--- src/mtp_pkg.sv ---
// shared constants, types and saturation helpers for the torque pid to pwm block
package mtp_pkg;

	localparam int FRAC_BITS   = 16;
	localparam int SAMPLE_BITS = 16;
	localparam int MUL_STEPS   = 24;
	localparam int DIV_STEPS   = 48;
	localparam int CNT_W       = 6;

	localparam logic [18:0] TORQUE_K   = 19'd373759;
	localparam logic [10:0] RESET_DUTY = 11'd312;

	typedef enum logic [2:0] {
		CFG_SETPOINT = 3'd0,
		CFG_PROP     = 3'd1,
		CFG_INTEG    = 3'd2,
		CFG_DERIV    = 3'd3,
		CFG_LIMIT    = 3'd4,
		CFG_CENTER   = 3'd5,
		CFG_SPAN     = 3'd6
	} cfg_idx_t;

	typedef enum logic [3:0] {
		ST_IDLE,
		ST_EST_MUL1,
		ST_EST_MUL2,
		ST_EST_DIV,
		ST_ERR,
		ST_P,
		ST_I,
		ST_D,
		ST_ACC,
		ST_CLAMP,
		ST_LIN_MUL,
		ST_LIN_DIV,
		ST_OUT
	} seq_state_t;

	typedef enum logic {
		OP_MUL,
		OP_DIV
	} unit_op_t;

	typedef struct packed {
		logic        start;
		unit_op_t    op;
		logic [63:0] opa;
		logic [23:0] opb;
	} unit_req_t;

	typedef struct packed {
		logic        busy;
		logic        done;
		logic [63:0] result;
	} unit_rsp_t;

	function automatic logic signed [31:0] sat32(input logic signed [64:0] v);
		logic signed [31:0] r;
		if (v > 65'sd2147483647) begin
			r = 32'sh7fffffff;
		end else if (v < -65'sd2147483648) begin
			r = 32'sh80000000;
		end else begin
			r = v[31:0];
		end
		return r;
	endfunction

	function automatic logic signed [39:0] sat40(input logic signed [64:0] v);
		logic signed [39:0] r;
		if (v > 65'sd549755813887) begin
			r = 40'sh7fffffffff;
		end else if (v < -65'sd549755813888) begin
			r = 40'sh8000000000;
		end else begin
			r = v[39:0];
		end
		return r;
	endfunction

endpackage

--- src/mtp_in_if.sv ---
// input item channel: current sample and encoder pulse rate
interface mtp_in_if;
	logic        valid;
	logic        ready;
	logic [15:0] current_sample;
	logic [10:0] pulse_rate;

	modport source(output valid, output current_sample, output pulse_rate, input ready);
	modport sink(input valid, input current_sample, input pulse_rate, output ready);
endinterface

--- src/mtp_out_if.sv ---
// result item channel: duty, torque estimate and clamp flags
interface mtp_out_if;
	logic        valid;
	logic        ready;
	logic [10:0] duty;
	logic [31:0] torque_estimate;
	logic        at_upper_limit;
	logic        at_lower_limit;

	modport source(output valid, output duty, output torque_estimate,
		output at_upper_limit, output at_lower_limit, input ready);
	modport sink(input valid, input duty, input torque_estimate,
		input at_upper_limit, input at_lower_limit, output ready);
endinterface

--- src/mtp_cfg_if.sv ---
// configuration write channel: register index and write data
interface mtp_cfg_if;
	logic        valid;
	logic        ready;
	logic [2:0]  index;
	logic [23:0] data;

	modport source(output valid, output index, output data, input ready);
	modport sink(input valid, input index, input data, output ready);
endinterface

--- src/mtp_serial_unit.sv ---
// shared bit-serial multiply and restoring divide unit on one 64-bit adder
module mtp_serial_unit (
	input  logic                 clk,
	input  logic                 arst_n,
	input  mtp_pkg::unit_req_t   req,
	output mtp_pkg::unit_rsp_t   rsp
);
	import mtp_pkg::*;

	logic [63:0]      acc_q;
	logic [63:0]      sh_q;
	logic [23:0]      opb_q;
	unit_op_t         op_q;
	logic [CNT_W-1:0] cnt_q;
	logic             busy_q;
	logic             done_q;

	logic [63:0] add_x;
	logic [63:0] add_y;
	logic        add_inv;
	logic [63:0] add_sum;

	// div: trial subtract of divisor from shifted remainder; mul: add of shifted multiplicand to the accumulator
	always_comb begin
		if (op_q == OP_DIV) begin
			add_x   = {39'b0, acc_q[23:0], sh_q[47]};
			add_y   = {40'b0, opb_q};
			add_inv = 1'b1;
		end else begin
			add_x   = acc_q;
			add_y   = sh_q;
			add_inv = 1'b0;
		end
		add_sum = add_x + (add_y ^ {64{add_inv}}) + {63'b0, add_inv};
	end

	always_ff @(posedge clk or negedge arst_n) begin
		if (!arst_n) begin
			busy_q <= 1'b0;
			done_q <= 1'b0;
			cnt_q  <= '0;
			op_q   <= OP_MUL;
		end else begin
			done_q <= 1'b0;
			if (req.start) begin
				busy_q <= 1'b1;
				op_q   <= req.op;
				cnt_q  <= (req.op == OP_DIV) ? CNT_W'(DIV_STEPS - 1) : CNT_W'(MUL_STEPS - 1);
			end else if (busy_q) begin
				if (cnt_q == '0) begin
					busy_q <= 1'b0;
					done_q <= 1'b1;
				end else begin
					cnt_q <= cnt_q - 1'b1;
				end
			end
		end
	end

	always_ff @(posedge clk) begin
		if (req.start) begin
			acc_q <= '0;
			sh_q  <= req.opa;
			opb_q <= req.opb;
		end else if (busy_q) begin
			if (op_q == OP_DIV) begin
				acc_q <= add_sum[63] ? add_x : add_sum;
				sh_q  <= {sh_q[62:0], ~add_sum[63]};
			end else begin
				if (opb_q[0]) begin
					acc_q <= add_sum;
				end
				sh_q  <= {sh_q[62:0], 1'b0};
				opb_q <= {1'b0, opb_q[23:1]};
			end
		end
	end

	assign rsp.busy   = busy_q;
	assign rsp.done   = done_q;
	assign rsp.result = (op_q == OP_DIV) ? {16'b0, sh_q[47:0]} : acc_q;

endmodule

--- src/motor_torque_pid_to_pwm_core.sv ---
// top level: sequencer and datapath of the torque pid controller with pwm duty output
// One item per control tick. The block estimates torque from the current sample, the pulse
// rate and the duty applied on the last tick (zero when the rate is zero), runs an incremental
// pid step on the setpoint error and maps the saturated output accumulator to a pwm duty
// clamped between center and center plus span. All multiplies and divides run through one
// bit-serial unit: a multiply holds the sequencer through launch, 24 steps and done, and a
// divide through launch, 48 steps and done. A tick with a nonzero rate and a duty inside the
// linear range runs six multiplies, two divides and four steps that need no unit, and the next
// item can be taken in the cycle after the result load; a zero rate skips the two estimate
// multiplies and the estimate divide, and a clamped duty the linear multiply and divide. A
// stalled result side adds its stall to the tick. in_ch.ready is high only while no item is
// in work; the result sits in an output register, so the next item may enter while a result
// still waits. Configuration writes are always taken and must only come while the block is
// idle.
module motor_torque_pid_to_pwm_core (
	input  logic  clk,
	input  logic  arst_n,
	mtp_in_if.sink     in_ch,
	mtp_out_if.source  res_ch,
	mtp_cfg_if.sink    cfg_ch
);
	import mtp_pkg::*;

	// configuration registers
	logic signed [23:0] setpoint_q;
	logic [23:0]        prop_q;
	logic [23:0]        integ_q;
	logic [23:0]        deriv_q;
	logic [23:0]        limit_q;
	logic [9:0]         center_q;
	logic [9:0]         span_q;

	// controller state kept across ticks
	logic signed [31:0] prev_err_q;
	logic signed [39:0] esum_q;
	logic signed [31:0] accum_q;
	logic [10:0]        duty_now_q;

	// per-item working registers
	seq_state_t         state_q;
	seq_state_t         state_d;
	logic [15:0]        sample_q;
	logic [10:0]        rate_q;
	logic               neg_q;
	logic [10:0]        absd_q;
	logic [63:0]        t_q;
	logic signed [31:0] est_q;
	logic signed [31:0] err_q;
	logic signed [32:0] derr_q;
	logic signed [63:0] pid_q;
	logic [10:0]        duty_q;
	logic               up_q;
	logic               low_q;

	// output register
	logic               out_valid_q;
	logic [10:0]        out_duty_q;
	logic [31:0]        out_est_q;
	logic               out_up_q;
	logic               out_low_q;

	unit_req_t unit_req;
	unit_rsp_t unit_rsp;

	logic               in_fire;
	logic               out_load;
	logic               is_arith;
	logic [11:0]        dlt;
	logic [63:0]        qsh;
	logic signed [31:0] err_new;
	logic signed [39:0] esum_new;
	logic               clamp_up;
	logic               clamp_low;

	mtp_serial_unit u_unit (
		.clk    (clk),
		.arst_n (arst_n),
		.req    (unit_req),
		.rsp    (unit_rsp)
	);

	assign in_ch.ready  = (state_q == ST_IDLE);
	assign cfg_ch.ready = 1'b1;
	assign in_fire      = in_ch.valid && in_ch.ready;
	assign out_load     = (state_q == ST_OUT) && (!out_valid_q || res_ch.ready);

	// duty offset from center, applied duty of the last tick
	assign dlt = {1'b0, duty_now_q} - {2'b0, center_q};

	// quotient of |num| / rate, then truncating divide by 2^(32-frac)
	assign qsh = unit_rsp.result >> (32 - FRAC_BITS);

	// error and saturating error sum for this tick
	assign err_new  = sat32(65'(setpoint_q) - 65'(est_q));
	assign esum_new = sat40(65'(esum_q) + 65'(err_new));

	// clamp decisions on the freshly updated accumulator
	assign clamp_up  = $signed(33'(accum_q)) >= $signed({9'b0, limit_q});
	assign clamp_low = accum_q <= 32'sd0;

	// config writes
	always_ff @(posedge clk or negedge arst_n) begin
		if (!arst_n) begin
			setpoint_q <= 24'sd65536;
			prop_q     <= 24'd1638;
			integ_q    <= 24'd0;
			deriv_q    <= 24'd0;
			limit_q    <= 24'd229376;
			center_q   <= 10'd312;
			span_q     <= 10'd312;
		end else if (cfg_ch.valid && cfg_ch.ready) begin
			case (cfg_idx_t'(cfg_ch.index))
				CFG_SETPOINT: setpoint_q <= cfg_ch.data;
				CFG_PROP:     prop_q     <= cfg_ch.data;
				CFG_INTEG:    integ_q    <= cfg_ch.data;
				CFG_DERIV:    deriv_q    <= cfg_ch.data;
				CFG_LIMIT:    limit_q    <= cfg_ch.data;
				CFG_CENTER:   center_q   <= cfg_ch.data[9:0];
				CFG_SPAN:     span_q     <= cfg_ch.data[9:0];
				default: ;
			endcase
		end
	end

	// sequencer: next state
	always_comb begin
		state_d = state_q;
		case (state_q)
			ST_IDLE: begin
				if (in_fire) begin
					state_d = (in_ch.pulse_rate == '0) ? ST_ERR : ST_EST_MUL1;
				end
			end
			ST_EST_MUL1: if (unit_rsp.done) state_d = ST_EST_MUL2;
			ST_EST_MUL2: if (unit_rsp.done) state_d = ST_EST_DIV;
			ST_EST_DIV:  if (unit_rsp.done) state_d = ST_ERR;
			ST_ERR:      state_d = ST_P;
			ST_P:        if (unit_rsp.done) state_d = ST_I;
			ST_I:        if (unit_rsp.done) state_d = ST_D;
			ST_D:        if (unit_rsp.done) state_d = ST_ACC;
			ST_ACC:      state_d = ST_CLAMP;
			ST_CLAMP:    state_d = (clamp_up || clamp_low) ? ST_OUT : ST_LIN_MUL;
			ST_LIN_MUL:  if (unit_rsp.done) state_d = ST_LIN_DIV;
			ST_LIN_DIV:  if (unit_rsp.done) state_d = ST_OUT;
			ST_OUT:      if (out_load) state_d = ST_IDLE;
			default:     state_d = ST_IDLE;
		endcase
	end

	always_ff @(posedge clk or negedge arst_n) begin
		if (!arst_n) begin
			state_q <= ST_IDLE;
		end else begin
			state_q <= state_d;
		end
	end

	// sequencer: operand selection for the shared unit
	always_comb begin
		is_arith     = 1'b0;
		unit_req.op  = OP_MUL;
		unit_req.opa = t_q;
		unit_req.opb = '0;
		case (state_q)
			ST_EST_MUL1: begin
				is_arith     = 1'b1;
				unit_req.opa = {48'b0, sample_q} << (16 - SAMPLE_BITS);
				unit_req.opb = {13'b0, absd_q};
			end
			ST_EST_MUL2: begin
				is_arith     = 1'b1;
				unit_req.opb = {5'b0, TORQUE_K};
			end
			ST_EST_DIV: begin
				is_arith     = 1'b1;
				unit_req.op  = OP_DIV;
				unit_req.opb = {13'b0, rate_q};
			end
			ST_P: begin
				is_arith     = 1'b1;
				unit_req.opa = 64'(err_q);
				unit_req.opb = prop_q;
			end
			ST_I: begin
				is_arith     = 1'b1;
				unit_req.opa = 64'(esum_q);
				unit_req.opb = integ_q;
			end
			ST_D: begin
				is_arith     = 1'b1;
				unit_req.opa = 64'(derr_q);
				unit_req.opb = deriv_q;
			end
			ST_LIN_MUL: begin
				is_arith     = 1'b1;
				unit_req.opa = {32'b0, accum_q};
				unit_req.opb = {14'b0, span_q};
			end
			ST_LIN_DIV: begin
				is_arith     = 1'b1;
				unit_req.op  = OP_DIV;
				unit_req.opb = limit_q;
			end
			default: ;
		endcase
		// launch once per state: unit idle and its result already taken
		unit_req.start = is_arith && !unit_rsp.busy && !unit_rsp.done;
	end

	// controller state updates
	always_ff @(posedge clk or negedge arst_n) begin
		if (!arst_n) begin
			prev_err_q <= '0;
			esum_q     <= '0;
			accum_q    <= '0;
			duty_now_q <= RESET_DUTY;
		end else begin
			if (state_q == ST_ERR) begin
				prev_err_q <= err_new;
				esum_q     <= esum_new;
			end
			if (state_q == ST_ACC) begin
				accum_q <= sat32(65'(accum_q) + 65'(pid_q));
			end
			if (out_load) begin
				duty_now_q <= duty_q;
			end
		end
	end

	// per-item datapath
	always_ff @(posedge clk) begin
		case (state_q)
			ST_IDLE: begin
				if (in_fire) begin
					sample_q <= in_ch.current_sample;
					rate_q   <= in_ch.pulse_rate;
					neg_q    <= dlt[11];
					absd_q   <= dlt[11] ? 11'(-dlt) : dlt[10:0];
					est_q    <= '0;
				end
			end
			ST_EST_MUL1, ST_EST_MUL2, ST_LIN_MUL: begin
				if (unit_rsp.done) t_q <= unit_rsp.result;
			end
			ST_EST_DIV: begin
				if (unit_rsp.done) est_q <= neg_q ? -$signed(qsh[31:0]) : $signed(qsh[31:0]);
			end
			ST_ERR: begin
				err_q  <= err_new;
				derr_q <= 33'(err_new) - 33'(prev_err_q);
				pid_q  <= '0;
			end
			ST_P, ST_I, ST_D: begin
				// floor of gain * value / 2^frac
				if (unit_rsp.done) pid_q <= pid_q + ($signed(unit_rsp.result) >>> FRAC_BITS);
			end
			ST_CLAMP: begin
				up_q  <= clamp_up;
				low_q <= !clamp_up && clamp_low;
				if (clamp_up) begin
					duty_q <= {1'b0, center_q} + {1'b0, span_q};
				end else begin
					duty_q <= {1'b0, center_q};
				end
			end
			ST_LIN_DIV: begin
				if (unit_rsp.done) duty_q <= {1'b0, center_q} + {1'b0, unit_rsp.result[9:0]};
			end
			default: ;
		endcase
	end

	// output register
	always_ff @(posedge clk or negedge arst_n) begin
		if (!arst_n) begin
			out_valid_q <= 1'b0;
		end else if (out_load) begin
			out_valid_q <= 1'b1;
		end else if (res_ch.ready) begin
			out_valid_q <= 1'b0;
		end
	end

	always_ff @(posedge clk) begin
		if (out_load) begin
			out_duty_q <= duty_q;
			out_est_q  <= est_q;
			out_up_q   <= up_q;
			out_low_q  <= low_q;
		end
	end

	assign res_ch.valid           = out_valid_q;
	assign res_ch.duty            = out_duty_q;
	assign res_ch.torque_estimate = out_est_q;
	assign res_ch.at_upper_limit  = out_up_q;
	assign res_ch.at_lower_limit  = out_low_q;

	// checks
	a_flags_exclusive: assert property (@(posedge clk) disable iff (!arst_n)
		res_ch.valid |-> !(res_ch.at_upper_limit && res_ch.at_lower_limit))
		else $error("both clamp flags set");

	a_no_start_busy: assert property (@(posedge clk) disable iff (!arst_n)
		unit_req.start |-> !unit_rsp.busy)
		else $error("shared unit started while busy");

	a_busy_after_accept: assert property (@(posedge clk) disable iff (!arst_n)
		in_fire |=> !in_ch.ready)
		else $error("ready stayed high after an item was taken");

	a_lower_is_center: assert property (@(posedge clk) disable iff (!arst_n)
		(res_ch.valid && res_ch.at_lower_limit) |-> (res_ch.duty == {1'b0, center_q}))
		else $error("lower clamp duty differs from center");

endmodule
--- src/flat_wrapper.sv ---
// flat-port wrapper written by rule: the top's interface ports become plain ports
module motor_torque_pid_to_pwm_core_flat import mtp_pkg::*;
  (clk, arst_n, in_ch_valid, in_ch_current_sample, in_ch_pulse_rate, in_ch_ready, res_ch_valid, res_ch_duty, res_ch_torque_estimate, res_ch_at_upper_limit, res_ch_at_lower_limit, res_ch_ready, cfg_ch_valid, cfg_ch_index, cfg_ch_data, cfg_ch_ready);
  mtp_in_if in_ch_i ();
  mtp_out_if res_ch_i ();
  mtp_cfg_if cfg_ch_i ();
  input  logic clk;
  input  logic arst_n;
  input wire logic [$bits(in_ch_i.valid)-1:0] in_ch_valid;
  input wire logic [$bits(in_ch_i.current_sample)-1:0] in_ch_current_sample;
  input wire logic [$bits(in_ch_i.pulse_rate)-1:0] in_ch_pulse_rate;
  output wire logic [$bits(in_ch_i.ready)-1:0] in_ch_ready;
  output wire logic [$bits(res_ch_i.valid)-1:0] res_ch_valid;
  output wire logic [$bits(res_ch_i.duty)-1:0] res_ch_duty;
  output wire logic [$bits(res_ch_i.torque_estimate)-1:0] res_ch_torque_estimate;
  output wire logic [$bits(res_ch_i.at_upper_limit)-1:0] res_ch_at_upper_limit;
  output wire logic [$bits(res_ch_i.at_lower_limit)-1:0] res_ch_at_lower_limit;
  input wire logic [$bits(res_ch_i.ready)-1:0] res_ch_ready;
  input wire logic [$bits(cfg_ch_i.valid)-1:0] cfg_ch_valid;
  input wire logic [$bits(cfg_ch_i.index)-1:0] cfg_ch_index;
  input wire logic [$bits(cfg_ch_i.data)-1:0] cfg_ch_data;
  output wire logic [$bits(cfg_ch_i.ready)-1:0] cfg_ch_ready;
  assign in_ch_i.valid = in_ch_valid;
  assign in_ch_i.current_sample = in_ch_current_sample;
  assign in_ch_i.pulse_rate = in_ch_pulse_rate;
  assign in_ch_ready = in_ch_i.ready;
  assign res_ch_valid = res_ch_i.valid;
  assign res_ch_duty = res_ch_i.duty;
  assign res_ch_torque_estimate = res_ch_i.torque_estimate;
  assign res_ch_at_upper_limit = res_ch_i.at_upper_limit;
  assign res_ch_at_lower_limit = res_ch_i.at_lower_limit;
  assign res_ch_i.ready = res_ch_ready;
  assign cfg_ch_i.valid = cfg_ch_valid;
  assign cfg_ch_i.index = cfg_ch_index;
  assign cfg_ch_i.data = cfg_ch_data;
  assign cfg_ch_ready = cfg_ch_i.ready;
  motor_torque_pid_to_pwm_core u_core (.clk(clk), .arst_n(arst_n), .in_ch(in_ch_i), .res_ch(res_ch_i), .cfg_ch(cfg_ch_i));
endmodule
--- config.mk ---
export PLATFORM = sky130hd
export DESIGN_NAME = motor_torque_pid_to_pwm_core_flat
export DESIGN_NICKNAME = d
export VERILOG_FILES = /design/src/mtp_pkg.sv /design/src/mtp_in_if.sv /design/src/mtp_out_if.sv /design/src/mtp_cfg_if.sv /design/src/mtp_serial_unit.sv /design/src/motor_torque_pid_to_pwm_core.sv /design/src/flat_wrapper.sv
export SDC_FILE = /design/constraint.sdc
export NUM_CORES = 2
export LEC_CHECK = 0
export ABC_AREA = 1
export BUFFER_PORTS_ARGS = -buffer_cell sky130_fd_sc_hd__buf_2
export CAP_MARGIN = 40
export CELL_PAD_IN_SITES_DETAIL_PLACEMENT = 0
export CELL_PAD_IN_SITES_GLOBAL_PLACEMENT = 1
export CORE_ASPECT_RATIO = 0.75
export CORE_MARGIN = 1
export CORE_UTILIZATION = 51
export CTS_CLUSTER_DIAMETER = 40
export DETAILED_ROUTE_END_ITERATION = 7
export GPL_TIMING_DRIVEN = 0
export PLACE_DENSITY = 0.95
export SKIP_LAST_GASP = 1
export SLEW_MARGIN = 5
export SYNTH_ARGS = -nofsm -noshare
export SYNTH_HDL_FRONTEND = slang
export SYNTH_HIERARCHICAL = 1
export SYNTH_SLANG_ARGS = --single-unit
--- constraint.sdc ---
create_clock -name clk -period 9.6 [get_ports clk]
set_input_delay 0 -clock clk [delete_from_list [all_inputs] [get_ports clk]]
set_output_delay 0 -clock clk [all_outputs]
set_load 0.02 [all_outputs]
==> metrics <==
RePlAce Congestion 1.04; Placed Cells 9448; 1st-iter DRT viols 7396; Post-Syn Instances 7862; Clock Latency Late Sink 0.76 ns; Sink Count 743; crit path max fanout 12; reg2reg setup slack 2.31 ns; CP endpoint kind flop; Final TNS setup 0 ns; CTS tree yes; Remaining Overflow, GRT 0; Pre-Repair DR Iteration Count 7; HPWL after DPL 175000 µm; most common cell after layout, fill and taps aside nand2_1; count of different cell masters after synthesis 67; flops & latches, synth 743; hold worst-path end u_core/rate_q[10]; # port buffers 105; Final ANT Viol Nets 0; final worst path period share 76.0%; Rel. slew slack 21.4%; vias 56200; Post-Syn Area 55000 µm²; Slew Limit Fails 0; share of layout cells above drive strength 1 6.12%; Peak Freq 137 MHz; slew at the pin closest to its max-slew limit 1.18 ns; crit path from u_core/est_q[0]; most frequent cells in the layout nand2_1 (2506), inv_1 (1139), nor2_1 (687); Worst Reg2Reg Path Length in Cells 29; Top cell by count, worst path nand2_1; Post-synth EDFFs 410; residual DRC count 0; HP Class input pin to flop; die height 286 µm; clk root buf clkbuf_16; synthesized area per cell 7.00 µm²; post-route insts no fill 9747; core area 106000 µm²; Hold Fails Final Rpt 0; Largest stage delay, worst path 0.53 ns; htree depth 3; hold path start in_ch_pulse_rate[10]; Worst Skew 0.0665 ns; Starting Density 51.9%; CP startpoint kind flop; fin crit period 7.29 ns; slowest library cell on the worst path edfxtp_1; Global Route Usage Sum 38.8%; vias in the first global route 51000; nets@finish 8648; Reg-to-Reg Start u_core/est_q[0]; I/O pin count 107; Clock Pin Slew Worst Setup and Hold Paths 0.07 ns; Setup Viol. Count Final 0; max_cap viols 0; Warnings, synthesis 6; placement row count 103; most common flop cell mapped by yosys edfxtp_1; die width 381 µm; Fillers 10000; Area Growth Syn to Fin 13.9%; post-CTS sizing 0; initial antenna violation count 7; DRT Wirelength 216000 µm; RSZ-0062 raised after global routing no; clock buffer count from CTS 108; crit path DAT 7.85 ns; hold-critical path depth 2; CTS Buffer Depth 3; fraction of registers with async set or reset after synthesis 36.2%; post-DR vias/cell 5.76; status finished, final reports clean; first-pass GRT wire length 318000 µm; Syn Nets 8277; Worst R2R End u_core/esum_q[1]; Routed wire per std cell 22.2 µm; post-synthesis sequential area ratio 37.0%; Die ar. 109000 µm²; Crit Path Category flop to flop; largest net degree at the start of global routing 106; Worst EP required 10.16 ns
==> how the worst max path moves through the flow <==
stage                        endpoint  depth (start not counted)
floorplan           u_core/esum_q[38]                         28
global placement     u_core/esum_q[1]                         28
detailed placement   u_core/esum_q[1]                         29
CTS                  u_core/esum_q[1]                         29
global route         u_core/esum_q[1]                         29
finish               u_core/esum_q[1]                         29
==> through the flow <==
step	util, %	worst slack (ns)	instance area (µm²)	hold slack, ns
detailed placement	54.7	2.44	58000	0.0770
finish	59.1	2.31	62700	0.0573
global placement	54.1	2.11	57300	0.177
floorplan	-	4.36	55000	-0.296
global route	59.1	1.84	62700	0.0450
CTS	59.1	2.44	62700	0.00352
==> sequential cells by signal (all words and copies together), names as in the netlist, 16 cells and up <==
signal / cells
u_core/u_unit/acc_q: 64
u_core/err_q: 32
u_core/accum_q: 32
u_core/limit_q: 24
u_core/t_q: 64
u_core/prop_q: 24
u_core/u_unit/sh_q: 64
u_core/est_q: 32
u_core/setpoint_q: 24
u_core/res_ch.torque_estimate: 32
u_core/derr_q: 33
u_core/pid_q: 64
u_core/u_unit/opb_q: 24
u_core/sample_q: 16
u_core/integ_q: 24
u_core/esum_q: 40
u_core/prev_err_q: 32
u_core/deriv_q: 24
==> critical path: cells and delay by family, from the launching register on <==
family	cells	cell delay (ns)
and+or+nand+nor	10	1.65
DFF	1	0.53
adders and majority gates	3	0.87
AOI/OAI and AO/OA	10	2.37
xor gates and xnor gates	2	0.53
buffers and inverters	4	1.20
==> metal layers <==
layer | vias to the layer above | routed length [µm] | GRT usage [%]
met4 | 4 | 5560 | 9.90
met5 | - | 24 | 0
met2 | 3078 | 82900 | 52.4
met3 | 343 | 30300 | 11.4
met1 | 26300 | 97400 | 59.5
li1 | 26500 | - | -
==> timing repair <==
item	in CTS	in global routing
endpoints found under the setup margin	0	0
setup buffers	0	0
hold endpoints to repair	394	0
hold buffers	87	0
==> final cells by class <==
cell class	instances	area [µm²]	area share, %
antenna	1	2.50	0.00399
buffer	196	893	1.42
clock buffer	124	2810	4.49
clock inverter	82	975	1.55
inverter	1159	4350	6.94
multi-input combinational	5764	29500	47.0
sequential	743	20400	32.5
tap	1417	1770	2.83
timing repair buffer	261	2040	3.26
==> cells in the mapped netlist, drive strengths merged (9+ instances only) <==
cell | n | area (µm²)
o21a | 29 | 218
xnor2 | 59 | 517
nand3b | 31 | 236
dfxtp | 64 | 1280
o211ai | 16 | 120
dfrtp | 247 | 6180
a31oi | 78 | 488
clkbuf | 142 | 533
fa | 9 | 180
a21oi | 571 | 2860
nor3 | 81 | 425
nand2 | 2524 | 9540
nor4 | 30 | 200
a221oi | 47 | 412
nand3 | 238 | 1230
o21bai | 47 | 353
and2 | 10 | 62.6
dfstp | 22 | 578
o2111ai | 20 | 175
buf | 54 | 353
edfxtp | 410 | 12300
nor2 | 707 | 2700
a21boi | 20 | 150
ha | 347 | 4340
xor2 | 113 | 990
a21o | 18 | 135
inv | 1153 | 4330
o21ai | 630 | 3160
nand4 | 82 | 513
==> kinds of logic after synthesis <==
kind of cell	Yosys count	share of synthesized area (%)
xor gates and xnor gates	172	2.74
buffers and inverters	1355	9.51
adders and majority gates	356	8.22
other	1	0.00681
AOI/OAI and AO/OA	1508	15.2
DFF	743	37.0
and+or+nand+nor	3727	27.4
Power is left out: the tool's default activity adds up to more than one toggle a clock period on the data nets, which glitch-free logic cannot reach.
